===== src/rtl/core/tkgr_pkg.sv =====
// Package of constants, codes and types shared by the registry unit.
package tkgr_pkg;
    localparam int MaxEntries = 64;
    localparam int IdxW = $clog2(MaxEntries);
    localparam int CntW = IdxW + 1;
    localparam int MemDepth = MaxEntries * MaxEntries;
    localparam int MemAw = 2 * IdxW;
    localparam int KeyW = 16;
    localparam int QDepth = 2;

    typedef enum logic [2:0] {
        CMD_INSERT = 3'd0,
        CMD_LOOK_F = 3'd1,
        CMD_LOOK_B = 3'd2,
        CMD_FIND   = 3'd3,
        CMD_CLEAR  = 3'd4
    } t_cmd;

    localparam logic [1:0] ST_OK   = 2'd0;
    localparam logic [1:0] ST_FULL = 2'd1;
    localparam logic [1:0] ST_MISS = 2'd2;

    // One classified command as it passes from the front to the back part.
    typedef struct packed {
        logic [2:0]      cmd;
        logic [KeyW-1:0] fkey;
        logic [KeyW-1:0] bkey;
        logic [5:0]      gsel;
        logic [5:0]      rsel;
    } t_job;

    typedef struct packed {
        logic [1:0]      status;
        logic [5:0]      entry_index;
        logic [5:0]      field_group;
        logic [5:0]      field_rank;
        logic [5:0]      bin_group;
        logic [5:0]      bin_rank;
        logic [KeyW-1:0] found_name_a;
        logic [KeyW-1:0] found_name_b;
    } t_res;
endpackage


===== src/rtl/core/tkgr_if.sv =====
// Valid/ready channel interfaces for the command and result words.
interface tkgr_cmd_if;
    logic       valid;
    logic       ready;
    logic [2:0] cmd;
    logic [15:0] field_key;
    logic [15:0] bin_key;
    logic [5:0] group_sel;
    logic [5:0] rank_sel;
    modport source (output valid, cmd, field_key, bin_key, group_sel, rank_sel, input ready);
    modport sink (input valid, cmd, field_key, bin_key, group_sel, rank_sel, output ready);
endinterface



===== src/rtl/core/tkgr_front.sv =====
// Front part: takes command words and queues them for the back part.
module tkgr_front (
    input  logic               i_clk,
    input  logic               i_rst_n,
    tkgr_cmd_if.sink           cmd_in,
    output logic               o_job_valid,
    output tkgr_pkg::t_job     o_job,
    input  logic               i_job_take
);
    localparam int PtrW = $clog2(tkgr_pkg::QDepth);

    tkgr_pkg::t_job  r_q [tkgr_pkg::QDepth];
    logic [PtrW-1:0] r_wp, r_rp;
    logic [PtrW:0]   r_cnt;
    logic            push, pop;
    tkgr_pkg::t_job  w_job;

    assign cmd_in.ready = (r_cnt < (PtrW+1)'(tkgr_pkg::QDepth));
    assign push = cmd_in.valid && cmd_in.ready;
    assign pop  = i_job_take && (r_cnt != '0);
    assign o_job_valid = (r_cnt != '0);
    assign o_job = r_q[r_rp];

    always_comb begin
        w_job.cmd  = cmd_in.cmd;
        w_job.fkey = cmd_in.field_key;
        w_job.bkey = cmd_in.bin_key;
        w_job.gsel = cmd_in.group_sel;
        w_job.rsel = cmd_in.rank_sel;
    end

    always_ff @(posedge i_clk) begin
        if (push) begin
            r_q[r_wp] <= w_job;
        end
        if (!i_rst_n) begin
            r_wp  <= '0;
            r_rp  <= '0;
            r_cnt <= '0;
        end else begin
            if (push) r_wp <= r_wp + 1'b1;
            if (pop)  r_rp <= r_rp + 1'b1;
            r_cnt <= r_cnt + (PtrW+1)'(push) - (PtrW+1)'(pop);
        end
    end

    ap_no_overflow: assert property (@(posedge i_clk) disable iff (!i_rst_n)
        r_cnt <= (PtrW+1)'(tkgr_pkg::QDepth))
        else $error("command queue overflow");
    ap_pop_nonempty: assert property (@(posedge i_clk) disable iff (!i_rst_n)
        pop |-> r_cnt != '0)
        else $error("pop from empty queue");
    ap_cnt_step: assert property (@(posedge i_clk) disable iff (!i_rst_n)
        (push && !pop) |=> r_cnt == $past(r_cnt) + 1'b1)
        else $error("queue count slip");
endmodule


===== src/flat_wrapper.sv =====
// flat-port wrapper written by rule: the top's interface ports become plain ports
module tkgr_front_flat 
  (i_clk, i_rst_n, o_job_valid, o_job, i_job_take, cmd_in_valid, cmd_in_cmd, cmd_in_field_key, cmd_in_bin_key, cmd_in_group_sel, cmd_in_rank_sel, cmd_in_ready);
  tkgr_cmd_if cmd_in_i ();
  input  logic i_clk;
  input  logic i_rst_n;
  output logic o_job_valid;
  output tkgr_pkg::t_job o_job;
  input  logic i_job_take;
  input wire logic [$bits(cmd_in_i.valid)-1:0] cmd_in_valid;
  input wire logic [$bits(cmd_in_i.cmd)-1:0] cmd_in_cmd;
  input wire logic [$bits(cmd_in_i.field_key)-1:0] cmd_in_field_key;
  input wire logic [$bits(cmd_in_i.bin_key)-1:0] cmd_in_bin_key;
  input wire logic [$bits(cmd_in_i.group_sel)-1:0] cmd_in_group_sel;
  input wire logic [$bits(cmd_in_i.rank_sel)-1:0] cmd_in_rank_sel;
  output wire logic [$bits(cmd_in_i.ready)-1:0] cmd_in_ready;
  assign cmd_in_i.valid = cmd_in_valid;
  assign cmd_in_i.cmd = cmd_in_cmd;
  assign cmd_in_i.field_key = cmd_in_field_key;
  assign cmd_in_i.bin_key = cmd_in_bin_key;
  assign cmd_in_i.group_sel = cmd_in_group_sel;
  assign cmd_in_i.rank_sel = cmd_in_rank_sel;
  assign cmd_in_ready = cmd_in_i.ready;
  tkgr_front u_core (.i_clk(i_clk), .i_rst_n(i_rst_n), .cmd_in(cmd_in_i), .o_job_valid(o_job_valid), .o_job(o_job), .i_job_take(i_job_take));
endmodule

===== config.mk =====
export PLATFORM = sky130hd
export DESIGN_NAME = tkgr_front_flat
export DESIGN_NICKNAME = d
export VERILOG_FILES = /design/src/rtl/core/tkgr_pkg.sv /design/src/rtl/core/tkgr_if.sv /design/src/rtl/core/tkgr_front.sv /design/src/flat_wrapper.sv
export SDC_FILE = /design/constraint.sdc
export NUM_CORES = 1
export LEC_CHECK = 0
export BUFFER_PORTS_ARGS = -buffer_cell sky130_fd_sc_hd__buf_4
export CAP_MARGIN = 20
export CORE_MARGIN = 8
export CORE_UTILIZATION = 45
export CTS_BUF_LIST = sky130_fd_sc_hd__clkbuf_8
export DETAILED_ROUTE_END_ITERATION = 8
export PLACE_DENSITY = 0.79
export SYNTH_ARGS = -nofsm -noshare
export SYNTH_HDL_FRONTEND = slang
export SYNTH_SLANG_ARGS = --single-unit
export TNS_END_PERCENT = 1

===== constraint.sdc =====
create_clock -name i_clk -period 6.3 [get_ports i_clk]
set_input_delay 0.945 -clock i_clk [delete_from_list [all_inputs] [get_ports i_clk]]
set_output_delay 0.945 -clock i_clk [all_outputs]
set_load 0.05 [all_outputs]

# After elaboration in Yosys (flattened, before gate mapping)
# Memories as Yosys holds them, arrays and structs flattened. A register that Yosys moved wholly into a read port is not among the register bits.
# Cells that the tools add are included.
# word_totals
mem_count,1
latch_bits,0
word_cells,16
mem_bits_ro,0
input_bits,51
ram_bits,94
ff_bits,4
# op_classes
n_div,0
multipliers,0
n_bitwise,0
n_lt_le_gt_ge,1
addsub,4
n_reduce_logical,3
n_shift,0
eq_ne,0
mux,4
# mem_list
name,words,word_bits,rd,rd_clocked_by_memory_dff,wr,line,rtl
u_core.r_q,2,47,1,1,1,tkgr_front.sv:12,tkgr_pkg::t_job r_q [tkgr_pkg::QDepth];
# ops
cell,n
two-way mux 1 bit,4
"adder 1 bit, second input constant",2
adder 2 x 1 -> 2 bit,1
logical AND 1 bit,2
"less-than comparator 2 bit, second input constant",1
nonzero test 2 bit,1
subtractor 2 x 1 -> 2 bit,1

# Logic depth before layout (Yosys ltp)
# Gate-level depths: netlist (run 1).
# depth
depth_word,4
depth_mapped,7

# Least setup slack after synthesis (run 1)
# No wires, ideal clock.
# synth_path
kind,input to register
startpoint,in cmd_in_valid
endpoint,mem u_core.r_q[1][0] in the netlist's numbering (enable)
stages,2
t_required_ps,5891
arrival_ps,2317
slack_ps,3574
cell_sequence,nor2b_1 and2_1
# synth_between
elab_chain_len,3
# synth_rtl
element,line,rtl
start: declaration,flat_wrapper.sv:10,input wire logic [$bits(cmd_in_i.valid)-1:0] cmd_in_valid;
logical AND 1 bit,tkgr_front.sv:19,assign push = cmd_in.valid && cmd_in.ready;
two-way mux 1 bit,tkgr_front.sv:33,if (push) begin
two-way mux 1 bit (not written as such),tkgr_front.sv:34,r_q[r_wp] <= w_job;
end: declaration,tkgr_front.sv:12,
# No other way between the ends.

==> results.env, run 1 <==
STATUS='finished clean'
SYNTHMOSTINSTANTIATEDCELL='sky130_fd_sc_hd__edfxtp_1'
CLOCK_TREE.HTREE_LEVEL_COUNT=3
WL_PER_CELL_UM=17.07
P_LEAK_nW=1.854
LAYOUT_WORST_PATH_CYCLE_SHARE=0.5032
CRIT_PATH_FREQUENT_CELL='sky130_fd_sc_hd__buf_4'
POST-DP-HPWL_UM=4499
VIA_COUNT=1852
TIGHTEST_SLEW_NS=0.7210
CTS.CLK_SLEW.WORST_PATHS_NS=0.08
HOLD_START='u_core.r_rp'
CLOCKROOTBUFFER='sky130_fd_sc_hd__clkbuf_8'
FINAL_MAX_SLEW_VIOL_COUNT=0
SYNTH_SEQ_AREA_SHARE=0.7800
WORSTPATHREQUIRED_NS=5.35
SYNTH-WARNING-COUNT=0
GRT_MAX_DEGREE=49
MAX_CAP_VIOLATIONS=0
DRT_FIRST_PASS_ITERS=4
INITIAL_ANTENNA_VIOLATION_COUNT=0
NUM_IO_PINS=100
FINAL_UTIL=0.5916
GRT_FIRST_PASS_WIRELENGTH_UM=9839
POWER.DENSITY_CELL_AREA_mW_PER_MM2=434.9
CRITICAL_PATH.SLOWEST_CELL='sky130_fd_sc_hd__dfxtp_2'
ROWS=33
INITIAL_UTILIZATION=0.4607
CTS_HOLD_BUF=0
GRT_SETUP_UNREPAIRED='false'
PLACE.DETAILED.INSTANCES=371
HOLD_SLACK_NS=0.5594
CHIP_WIDTH_UM=107.3
CRITICAL_PATH.REG2REG.STARTPOINT='u_core.r_cnt[1]'
YS_FF_LATCH=99
STDCELL_COUNT=387
CTS.SINKS=99
WORST_SETUP_EP_TYPE='output port'
LARGEST_FANOUT_ON_THE_CRITICAL_PATH=25
SETUP-TNS-FINAL_NS=0
GLOBAL_ROUTE_MET1_UTILIZATION=0.1147
NUMBER_OF_FLOPS_MAPPED_TO_ENABLE_CELLS_BY_YOSYS=94
MET2_RESOURCE_USE_GR=0.1968
PLACEMENT.IO_BUFFERS=99
SYNTH.LARGEST_AREA_CELL='sky130_fd_sc_hd__edfxtp_1'
FP.DIEAREA_SQ_MM=0.01150
FINAL_NETS=331
SYN_AREA_SQ_MM=0.003747
DRIVE_GT1_FRAC=0.5922
SETUP.WORST_PATH.START_CLASS='flip-flop'
FINALHOLDVIOLATIONS=0
FIN_SKEW_NS=0.01040
DRTANTENNAVIOLNETS=0
ACHIEVABLE-FREQUENCY_GHz=0.3155
INITIALDRTVIOLATIONCOUNT=34
SETUP.REG_TO_REG.WORST_SLACK_NS=4.55
ARRIVAL_WORST_ENDPOINT_NS=2.23
ENDPOINT_OF_THE_LOWEST_SLACK_REGISTER_TO_REGISTER_PATH='u_core.r_q[0][9]'
SYN_AREA_PER_CELL_SQ_UM=22.04
WL_UM=6605
CRITICAL_PATH_CELL_COUNT=3
CTS_RESIZED=0
CLOCK_PATH_BUFFERS=2
CTS_TREE='built'
HOLD_CLASS='flip-flop to flip-flop'
SYNTHDOMINANTCELLAREASHARE=0.7533
WORST_PATH_LARGEST_CELL_DELAY_NS=0.80
INSERTION_DELAY_TO_THE_LATER_SINK_OF_THE_WORST_SKEW_PAIR_NS=0.34
YOSYS_MOST_USED_DFF='sky130_fd_sc_hd__edfxtp_1'
DRT_DRC_VIOLATIONS_LEFT=0
FLOORPLAN.CORE_AREA_SQ_MM=0.008134
GRT_USE_MET3=0.04431
TOTAL_POWER_W=0.002093
DRT-VIAS-PER-INSTANCE=4.786
MOST_COMMON_LIBRARY_CELLS_AFTER_SYNTHESIS='sky130_fd_sc_hd__edfxtp_1 (94), sky130_fd_sc_hd__mux2_4 (30), sky130_fd_sc_hd__mux2_2 (17)'
NETLIST_INSTANCES=170
MIN_PERIOD_NS=3.170
WHS_PATH_DEPTH=2
N_ANTENNA_CELL=0
CHIPHEIGHT_UM=107.3
CTS_MADE_BUFFERS=9
SYN2LAYOUT_AREA_GROWTH_PCT=28.41
GRT_REMAINING_OVERFLOW=0
LARGEST_CELLS_BY_AREA_AFTER_SYNTHESIS='sky130_fd_sc_hd__edfxtp_1 (75%), sky130_fd_sc_hd__mux2_4 (12%), sky130_fd_sc_hd__mux2_2 (5.1%)'
SYNTH_NETS=223
CRITICAL_PATH.TOP_DELAY_FAMILY='flip-flops'
GRT_PASS1_VIAS=2032
GLOBAL_ROUTE.USAGE.TOTAL=0.1126
SETUP.WORST_PATH.CLASS='flip-flop to output port'
PATH_BUF_INV=2
SETUP_VIOL_COUNT_FINAL=0
SETUP_FIX_BUFFERS_ADDED_AFTER_CLOCK_TREE_SYNTHESIS=0
PLACE.GP.CONGESTION=0.6235
CRIT_CHAIN='buf_4, mux2_2, buf_4'
WORST_IR_DROP_VDD_mV=0.2789
YS_ASYNC_SR_FRACTION=0
SLEW_HEADROOM=0.5193
GRT_MOST_USED_LAYER='met2'
WORSTREGTOREGCELLS=3
YOSYS_CELL_TYPES=14
metrics by stage:
stage	cell area (sq um)	setup slack [ns]
final	4812	3.130
after CTS	4785	3.043
after global placement	4583	3.477
after global routing	4812	2.984
after detailed placement	4603	3.438
after floorplan	3747	3.574
worst register-to-register path: cells and delay by family (launching register included):
kind / cells / cell delay, ns
and+or+nand+nor: 2 / 0.83
buffers and inverters: 1 / 0.26
DFF: 1 / 0.36
placed cells by master, fill, tap and decap left out:
cell type                    instances
sky130_fd_sc_hd__buf_4             100
sky130_fd_sc_hd__edfxtp_1           94
sky130_fd_sc_hd__mux2_4             30
sky130_fd_sc_hd__mux2_2             17
sky130_fd_sc_hd__clkbuf_8            9
sky130_fd_sc_hd__nor2b_1             4
sky130_fd_sc_hd__clkinv_2            4
sky130_fd_sc_hd__dfxtp_1             4
sky130_fd_sc_hd__inv_1               3
sky130_fd_sc_hd__xnor2_1             3
sky130_fd_sc_hd__o21a_1              2
sky130_fd_sc_hd__and2_1              2
sky130_fd_sc_hd__ha_1                2
sky130_fd_sc_hd__nand2_1             1
sky130_fd_sc_hd__and2b_2             1
sky130_fd_sc_hd__and2_2              1
sky130_fd_sc_hd__dfxtp_2             1
sky130_fd_sc_hd__clkinvlp_4          1
sky130_fd_sc_hd__bufinv_16           1
sky130_fd_sc_hd__buf_16              1
sky130_fd_sc_hd__buf_12              1
power by group:
| part | switching [W] | leakage (nW) | internal (W) |
|---|---|---|---|
| registers | 0.0000479 | 0.918 | 0.000825 |
| logic | 0.000527 | 0.842 | 0.000317 |
| clock network | 0.000198 | 0.0946 | 0.000179 |
flip-flops by register name (all words and copies together) (netlist names), named ones only:
| name | flops |
|---|---|
| u_core.r_wp | 1 |
| u_core.r_cnt | 2 |
| u_core.r_q | 94 |
| u_core.r_rp | 1 |
area by class of cell:
type | instances | area, sq um
clock inverter | 6 | 57.56
multi-input combinational | 63 | 765.7
inverter | 3 | 11.26
clock buffer | 9 | 123.9
tap | 105 | 131.4
sequential | 99 | 2924
fill | 614 | 3322
timing repair buffer | 102 | 798.3
cells by family after synthesis:
group / count (synthesis) / share of synthesized area
xor+xnor: 3 / 0.007013
compound gates: 2 / 0.004006
buf+inv: 8 / 0.01636
flops: 99 / 0.7800
fa+ha+maj: 2 / 0.006677
simple gates: 9 / 0.01469
mux: 47 / 0.1713
how the worst max path moves through the flow:
stage / start / end / slack, ns
after global routing: flip-flop / o_job[46] / 2.98
final: flip-flop / o_job[43] / 3.13
after detailed placement: flip-flop / o_job[43] / 3.44
after global placement: flip-flop / o_job[40] / 3.48
after CTS: flip-flop / o_job[43] / 3.04
after floorplan: cmd_in_valid / u_core.r_q[1][0] / 3.57
metal layers:
metal / vias up / part of all wire
met4: 0 / 0.017
met5: - / 0
li1: 869 / -
met1: 901 / 0.38
met2: 69 / 0.52
met3: 13 / 0.079
Note: power is estimated with default switching activity, not from simulation.
==> inputs of run 2 (changes only) <==
- ABC_AREA: not set -> 1
- PLACE_DENSITY: 0.79 -> 0.82
- clock period: 6.3 -> 2.9 ns (I/O delays scaled with it)
==> results.env, run 2 <==
WORST_PATH_LARGEST_CELL_DELAY_NS=0.69  # -0.11 ns
HOLD_CLASS='primary input to flip-flop'
POWER_SWITCHING_W=0.001734  # +120%
MOST_COMMON_LIBRARY_CELLS_AFTER_SYNTHESIS='sky130_fd_sc_hd__edfxtp_1 (94), sky130_fd_sc_hd__mux2_4 (30), sky130_fd_sc_hd__mux2_2 (17)'
YOSYS_CELL_TYPES=13  # -1
WORST_SETUP_EP_TYPE='output port'
VIA_COUNT=1902  # +2.7%
DRT-VIAS-PER-INSTANCE=4.708  # -1.6%
GRT_PASS1_VIAS=2125  # +4.6%
CHIPHEIGHT_UM=107.4  # +0.11%
LARGEST_REGISTER_FFS=94  # unchanged
INITIAL_ANTENNA_VIOLATION_COUNT=0  # unchanged
FP.DIEAREA_SQ_MM=0.01153  # +0.22%
NETLIST_INSTANCES=183  # +7.6%
INSERTION_DELAY_TO_THE_LATER_SINK_OF_THE_WORST_SKEW_PAIR_NS=0.35  # about the same
POWER.DENSITY_CELL_AREA_mW_PER_MM2=958.8  # +120%
CTS_MADE_BUFFERS=9  # unchanged
WL_PER_CELL_UM=16.20  # -5.1%
GRT_REMAINING_OVERFLOW=0  # unchanged
POWER.COMBINATIONAL.FRACTION=0.405  # +0.002
CRIT_PATH_FREQUENT_CELL='sky130_fd_sc_hd__buf_4'
FINAL_NETS=347  # +4.8%
PLACE.GP.CONGESTION=0.6695  # +7.4%
SYNTH_NETS=236  # +5.8%
LAYOUT_COMMONEST_CELL='sky130_fd_sc_hd__buf_4'
CTS.CLK_SLEW.WORST_PATHS_NS=0.09  # about the same
REGISTERS.TOP_BY_FF_COUNT='u_core.r_q'
WORSTPATHREQUIRED_NS=2.47  # -2.88 ns
YS_FF_LATCH=99  # unchanged
CTS.SINKS=99  # unchanged
POST-DP-HPWL_UM=4708  # +4.7%
TOTAL_POWER_W=0.004637  # +120%
MIN_PERIOD_NS=2.420
SETUP.WORST_PATH.START_CLASS='flip-flop'
MET2_RESOURCE_USE_GR=0.1946  # -0.002207
P_LEAK_nW=1.899  # +2.4%
GLOBAL_ROUTE_MET1_UTILIZATION=0.1187  # +0.004030
WL_UM=6546  # -0.89%
SWITCHING_SHARE=0.3739  # +0.004643
CTS_RESIZED=0  # unchanged
ACHIEVABLE-FREQUENCY_GHz=0.4133
FIN_SKEW_NS=0.01190  # +0.001504 ns
SETUP_FIX_BUFFERS_ADDED_AFTER_CLOCK_TREE_SYNTHESIS=0  # unchanged
SYNTH.LARGEST_AREA_CELL='sky130_fd_sc_hd__edfxtp_1'
TIGHTEST_SLEW_NS=0.5523  # -0.1687 ns
POWER.INTERNAL_W=0.002903  # +120%
LARGEST_CELLS_BY_AREA_AFTER_SYNTHESIS='sky130_fd_sc_hd__edfxtp_1 (75%), sky130_fd_sc_hd__mux2_4 (12%), sky130_fd_sc_hd__mux2_2 (5.1%)'
GRT_SETUP_UNREPAIRED='false'
CRITICAL_PATH.SLOWEST_CELL='sky130_fd_sc_hd__dfxtp_2'
GRT_MAX_DEGREE=25  # -49%
GRT_FIRST_PASS_WIRELENGTH_UM=10100  # +2.7%
INITIALDRTVIOLATIONCOUNT=39  # +15%
MOSTFREQUENTLAYOUTCELLS='sky130_fd_sc_hd__buf_4 (105), sky130_fd_sc_hd__edfxtp_1 (94), sky130_fd_sc_hd__mux2_4 (30)'
SHARE_CLK_OF_TOTAL_POWER=0.178  # -0.002
YS_ASYNC_SR_FRACTION=0  # unchanged
ARRIVAL_WORST_ENDPOINT_NS=1.98  # -0.25 ns
SYNTHDOMINANTCELLAREASHARE=0.7512  # -0.002007
YOSYS_MOST_USED_DFF='sky130_fd_sc_hd__edfxtp_1'
P_SEQ_FRAC=0.417  # about the same
CLOCK_PATH_BUFFERS=2  # unchanged
SYNTHMOSTINSTANTIATEDCELL='sky130_fd_sc_hd__edfxtp_1'
N_ANTENNA_CELL=0  # unchanged
ROWS=33  # unchanged
DRTANTENNAVIOLNETS=0  # unchanged
NUM_IO_PINS=100  # unchanged
GRT_USE_MET3=0.04910  # +0.004790
REG_TOP3='u_core.r_q (94), u_core.r_cnt (2)'
NUMBER_OF_FLOPS_MAPPED_TO_ENABLE_CELLS_BY_YOSYS=94  # unchanged
SYN_AREA_PER_CELL_SQ_UM=20.53  # -6.9%
LARGEST_FANOUT_ON_THE_CRITICAL_PATH=20  # -20%
CRIT_CHAIN='buf_4, mux2_2, buf_4'
CTS_TREE='built'
SYNTH-WARNING-COUNT=0  # unchanged
CLOCKROOTBUFFER='sky130_fd_sc_hd__clkbuf_8'
INITIAL_UTILIZATION=0.4596  # -0.001102
FINALHOLDVIOLATIONS=0  # unchanged
FLOORPLAN.CORE_AREA_SQ_MM=0.008175  # +0.51%
STATUS='finished clean'
SLEW_HEADROOM=0.6318  # +0.1125
CHIP_WIDTH_UM=107.4  # +0.11%
CTS_HOLD_BUF=0  # unchanged
SETUP_VIOL_COUNT_FINAL=0  # unchanged
CLOCK_TREE.HTREE_LEVEL_COUNT=3  # unchanged
FINAL_MAX_SLEW_VIOL_COUNT=0  # unchanged
PLACEMENT.IO_BUFFERS=99  # unchanged
GRT_MOST_USED_LAYER='met2'
DRIVE_GT1_FRAC=0.5686  # -0.02364
DRT_FIRST_PASS_ITERS=4  # unchanged
WORST_IR_DROP_VDD_mV=0.4564  # +64%
SETUP.WORST_PATH.CLASS='flip-flop to output port'
SYN2LAYOUT_AREA_GROWTH_PCT=28.70
SYNTH_SEQ_AREA_SHARE=0.7779  # -0.002078
DRT_DRC_VIOLATIONS_LEFT=0  # unchanged
MAX_CAP_VIOLATIONS=0  # unchanged
LAYOUT_WORST_PATH_CYCLE_SHARE=0.8343
FINAL_UTIL=0.5915  # about the same
GLOBAL_ROUTE.USAGE.TOTAL=0.1147  # +0.002059
SYN_AREA_SQ_MM=0.003757  # +0.27%
[run 2: cell count changes after synthesis, sizes merged, moves of 3 or more]
cell / change
inv: +6
nor2: +10
nand2: +6
nor2b: -4
and2: -3
xnor2: -3
[run 2: critical path: cells and delay by family, from the launching register on]
family,cells,cell delay (ns)
muxes,1,0.38
buffers and inverters,2,0.57
DFF,1,0.69
[run 2: layer usage]
layer  vias up  wire length (um)  part of all wire
met5         -                 0                 0
met4         0                80             0.012
met3         9               523             0.080
met2        63              3400              0.52
met1       917              2541              0.39
li1        913                 -                 -
[run 2: worst paths after layout]
path                      start                 to  slack [ns]  cells after the start
min          cmd_in_bin_key[11]  u_core.r_q[0][23]        0.26                      1
max                   flip-flop          o_job[36]        0.48                      3
max reg2reg     u_core.r_cnt[1]   u_core.r_q[1][4]        1.48                      4
min reg2reg         u_core.r_rp        u_core.r_rp        0.51                      2
[run 2: power by group through the flow]
stage | registers [W] | logic (W) | clock network [W]
after floorplan | 0.00193 | 0.00144 | 0
after global placement | 0.00196 | 0.00188 | 0
after detailed placement | 0.00197 | 0.00190 | 0
after CTS | 0.00194 | 0.00191 | 0.000859
after global routing | 0.00196 | 0.00197 | 0.000908
final | 0.00193 | 0.00188 | 0.000827
[run 2: final cells by class]
class                      count  area (sq um)
fill                         650          3339
sequential                    99          2924
timing repair buffer         105         788.3
multi-input combinational     70         765.7
tap                          105         131.4
clock buffer                   9         123.9
clock inverter                 7         68.82
inverter                       9         33.78
[run 2: logic make-up (layout without fill, tap and decap cells)]
kind of cell / Yosys count / count (layout) / synth area share
compound gates: 2 / 2 / 0.002661
fa+ha+maj: 2 / 2 / 0.006659
buf+inv: 14 / 130 / 0.02231
flops: 99 / 99 / 0.7779
mux: 47 / 47 / 0.1708
simple gates: 19 / 19 / 0.01965
[run 2: stage by stage]
step	hold slack (ns)	setup TNS (ns)	worst slack (ns)	area [sq um]	instances
floorplan	0.4675	-37.24	-0.3961	3757	183
global placement	0.4871	0	0.8132	4643	388
detailed placement	0.4966	0	0.8118	4643	388
CTS	0.2390	0	0.4160	4836	404
global route	0.2290	0	0.3386	4836	404
finish	0.2630	0	0.4804	4836	404
==> inputs of run 3 (changes only) <==
- clock period: 2.9 -> 2.2 ns (I/O delays scaled with it)
==> results.env, run 3 (synthesis results as in run 2) <==
INITIAL_UTILIZATION=0.4596  # unchanged
MIN_PERIOD_NS=1.932
POWER.COMBINATIONAL.FRACTION=0.409  # +0.004
CTS_TREE='built'
MAX_CAP_VIOLATIONS=0  # unchanged
VIA_COUNT=1923  # +1.1%
CTS_MADE_BUFFERS=9  # unchanged
CLOCK_PATH_BUFFERS=2  # unchanged
REGISTERS.TOP_BY_FF_COUNT='u_core.r_q'
WL_PER_CELL_UM=16.39  # +1.1%
WORSTPATHREQUIRED_NS=1.87  # -0.60 ns
HOLD_CLASS='primary input to flip-flop'
P_LEAK_nW=1.898  # about the same
NUM_IO_PINS=100  # unchanged
WORST_SETUP_EP_TYPE='output port'
INITIAL_ANTENNA_VIOLATION_COUNT=1  # +1
GLOBAL_ROUTE.USAGE.TOTAL=0.1102  # -0.004498
TIGHTEST_SLEW_NS=0.3290  # -0.2233 ns
DRTANTENNAVIOLNETS=0  # unchanged
DRT_DRC_VIOLATIONS_LEFT=0  # unchanged
LARGEST_REGISTER_FFS=94  # unchanged
REGISTER_AREA_SQ_MM=0.002924  # unchanged
FINAL_NETS=346  # -0.29%
PLACEMENT.IO_BUFFERS=99  # unchanged
POWER.DENSITY_CELL_AREA_mW_PER_MM2=1278  # +33%
PLACE.GP.CONGESTION=0.6780  # +1.3%
INITIALDRTVIOLATIONCOUNT=47  # +21%
LAYOUT_COMMONEST_CELL='sky130_fd_sc_hd__buf_4'
FINAL_MAX_SLEW_VIOL_COUNT=0  # unchanged
WORST_IR_DROP_VDD_mV=0.9295  # +100%
GRT_SETUP_UNREPAIRED='false'
CLOCK_TREE.HTREE_LEVEL_COUNT=3  # unchanged
CTS.CLK_SLEW.WORST_PATHS_NS=0.10  # about the same
SETUP.REG_TO_REG.WORST_SLACK_NS=0.77  # -0.71 ns
N_ANTENNA_CELL=0  # unchanged
ACHIEVABLE-FREQUENCY_GHz=0.5175
DRT-VIAS-PER-INSTANCE=4.772  # +1.4%
POST-DP-HPWL_UM=4646  # -1.3%
FINALHOLDVIOLATIONS=0  # unchanged
ROWS=33  # unchanged
CTS.SINKS=99  # unchanged
FINAL.FILL_COUNT=631  # -2.9%
DETAILEDPLACE.WORSTSLACK_NS=0.6492  # -0.1626 ns
GRT_PASS1_VIAS=2039  # -4.0%
FLOORPLAN.CORE_AREA_SQ_MM=0.008175  # unchanged
FP.DIEAREA_SQ_MM=0.01153  # unchanged
CTS_RESIZED=0  # unchanged
DRT_FIRST_PASS_ITERS=4  # unchanged
GRT_MAX_DEGREE=48  # +92%
SYN2LAYOUT_AREA_GROWTH_PCT=29.20
SETUP.WORST_PATH.CLASS='flip-flop to output port'
LAYOUT_WORST_PATH_CYCLE_SHARE=0.8784
POSTLAYOUTSETUPSLACKWORST_NS=0.2675  # -0.2129 ns
WL_UM=6604  # +0.89%
SHARE_CLK_OF_TOTAL_POWER=0.187  # +0.009
REG_TOP3='u_core.r_q (94), u_core.r_cnt (2)'
CLOCKROOTBUFFER='sky130_fd_sc_hd__clkbuf_8'
CHIP_WIDTH_UM=107.4  # unchanged
POWER.INTERNAL_W=0.003858  # +33%
SETUP.WORST_PATH.START_CLASS='flip-flop'
SETUP_VIOL_COUNT_FINAL=0  # unchanged
SWITCHING_SHARE=0.3782  # +0.004219
CHIPHEIGHT_UM=107.4  # unchanged
P_SEQ_FRAC=0.404  # -0.013
ARRIVAL_WORST_ENDPOINT_NS=1.60  # -0.38 ns
SETUP_FIX_BUFFERS_ADDED_AFTER_CLOCK_TREE_SYNTHESIS=0  # unchanged
INSERTION_DELAY_TO_THE_LATER_SINK_OF_THE_WORST_SKEW_PAIR_NS=0.35  # about the same
POWER_SWITCHING_W=0.002346  # +35%
SLEW_HEADROOM=0.7807  # +0.1489
GRT_FIRST_PASS_WIRELENGTH_UM=9749  # -3.5%
GRT_REMAINING_OVERFLOW=0  # unchanged
FIN_SKEW_NS=0.01152  # -0.0003851 ns
MOSTFREQUENTLAYOUTCELLS='sky130_fd_sc_hd__buf_4 (103), sky130_fd_sc_hd__edfxtp_1 (94), sky130_fd_sc_hd__mux2_4 (30)'
DRIVE_GT1_FRAC=0.5705  # +0.001908
TOTAL_POWER_W=0.006205  # +34%
LARGEST_FANOUT_ON_THE_CRITICAL_PATH=47  # +140%
STATUS='finished clean'
MULTI_INPUT_AREA_SQ_UM=765.7  # unchanged
CTS_HOLD_BUF=0  # unchanged
HOLD_SLACK_NS=0.1539  # -0.1091 ns
-- run 3: cell types whose count changed in the layout (fill, tap and decap cells not counted) --
cell | before | now
sky130_fd_sc_hd__buf_12 | 0 | 1
sky130_fd_sc_hd__buf_4 | 105 | 103
sky130_fd_sc_hd__clkinv_1 | 1 | 0
sky130_fd_sc_hd__clkinv_2 | 2 | 0
sky130_fd_sc_hd__clkinv_4 | 2 | 1
sky130_fd_sc_hd__clkinvlp_4 | 1 | 2
sky130_fd_sc_hd__inv_6 | 0 | 2
sky130_fd_sc_hd__inv_8 | 0 | 1
-- run 3: stage by stage --
step	utilization	TNS (ns)	cells	instance area, sq um
after global placement	0.5686	0	387	4648
after floorplan	-	-32.24	183	3762
after CTS	0.5938	0	403	4855
after global routing	0.5938	0	403	4855
after detailed placement	0.5686	0	387	4648
final	0.5938	0	403	4855
-- run 3: worst max-delay path: stages (launching register included) --
cell and delay (ns):
sky130_fd_sc_hd__dfxtp_2 0.35, sky130_fd_sc_hd__buf_12 0.30, sky130_fd_sc_hd__mux2_2 0.39, sky130_fd_sc_hd__buf_4 0.19
-- run 3: layout make-up --
cell class	count	area share
Inverter	9	0.006959
Sequential cell	99	0.6023
Clock buffer	9	0.02552
Clock inverter	7	0.01701
Tap cell	105	0.02706
Multi-Input combinational cell	70	0.1577
Timing Repair Buffer	104	0.1634
-- run 3: metal layers --
layer  up-vias  routed length, um  global-route usage
met5         -                 13                   0
met2        60               3510              0.1986
met4         2                 97             0.04856
met1       940               2408              0.1069
met3        12                573             0.04731
li1        909                  -                   -
-- run 3: final timing paths --
path / from / to / cells after the start
setup reg to reg: u_core.r_cnt[1] / u_core.r_q[1][25] / 4
setup / recovery: flip-flop / o_job[38] / 3
hold reg to reg: u_core.r_rp / u_core.r_rp / 2
hold / removal: cmd_in_bin_key[9] / u_core.r_q[1][21] / 1
-- run 3: power by group through the flow --
stage / clock network [W] / registers (W) / logic, W
after floorplan: 0 / 0.00253 / 0.00190
after global placement: 0 / 0.00254 / 0.00254
after detailed placement: 0 / 0.00255 / 0.00256
after CTS: 0.00121 / 0.00251 / 0.00257
after global routing: 0.00126 / 0.00253 / 0.00266
final: 0.00116 / 0.00251 / 0.00253
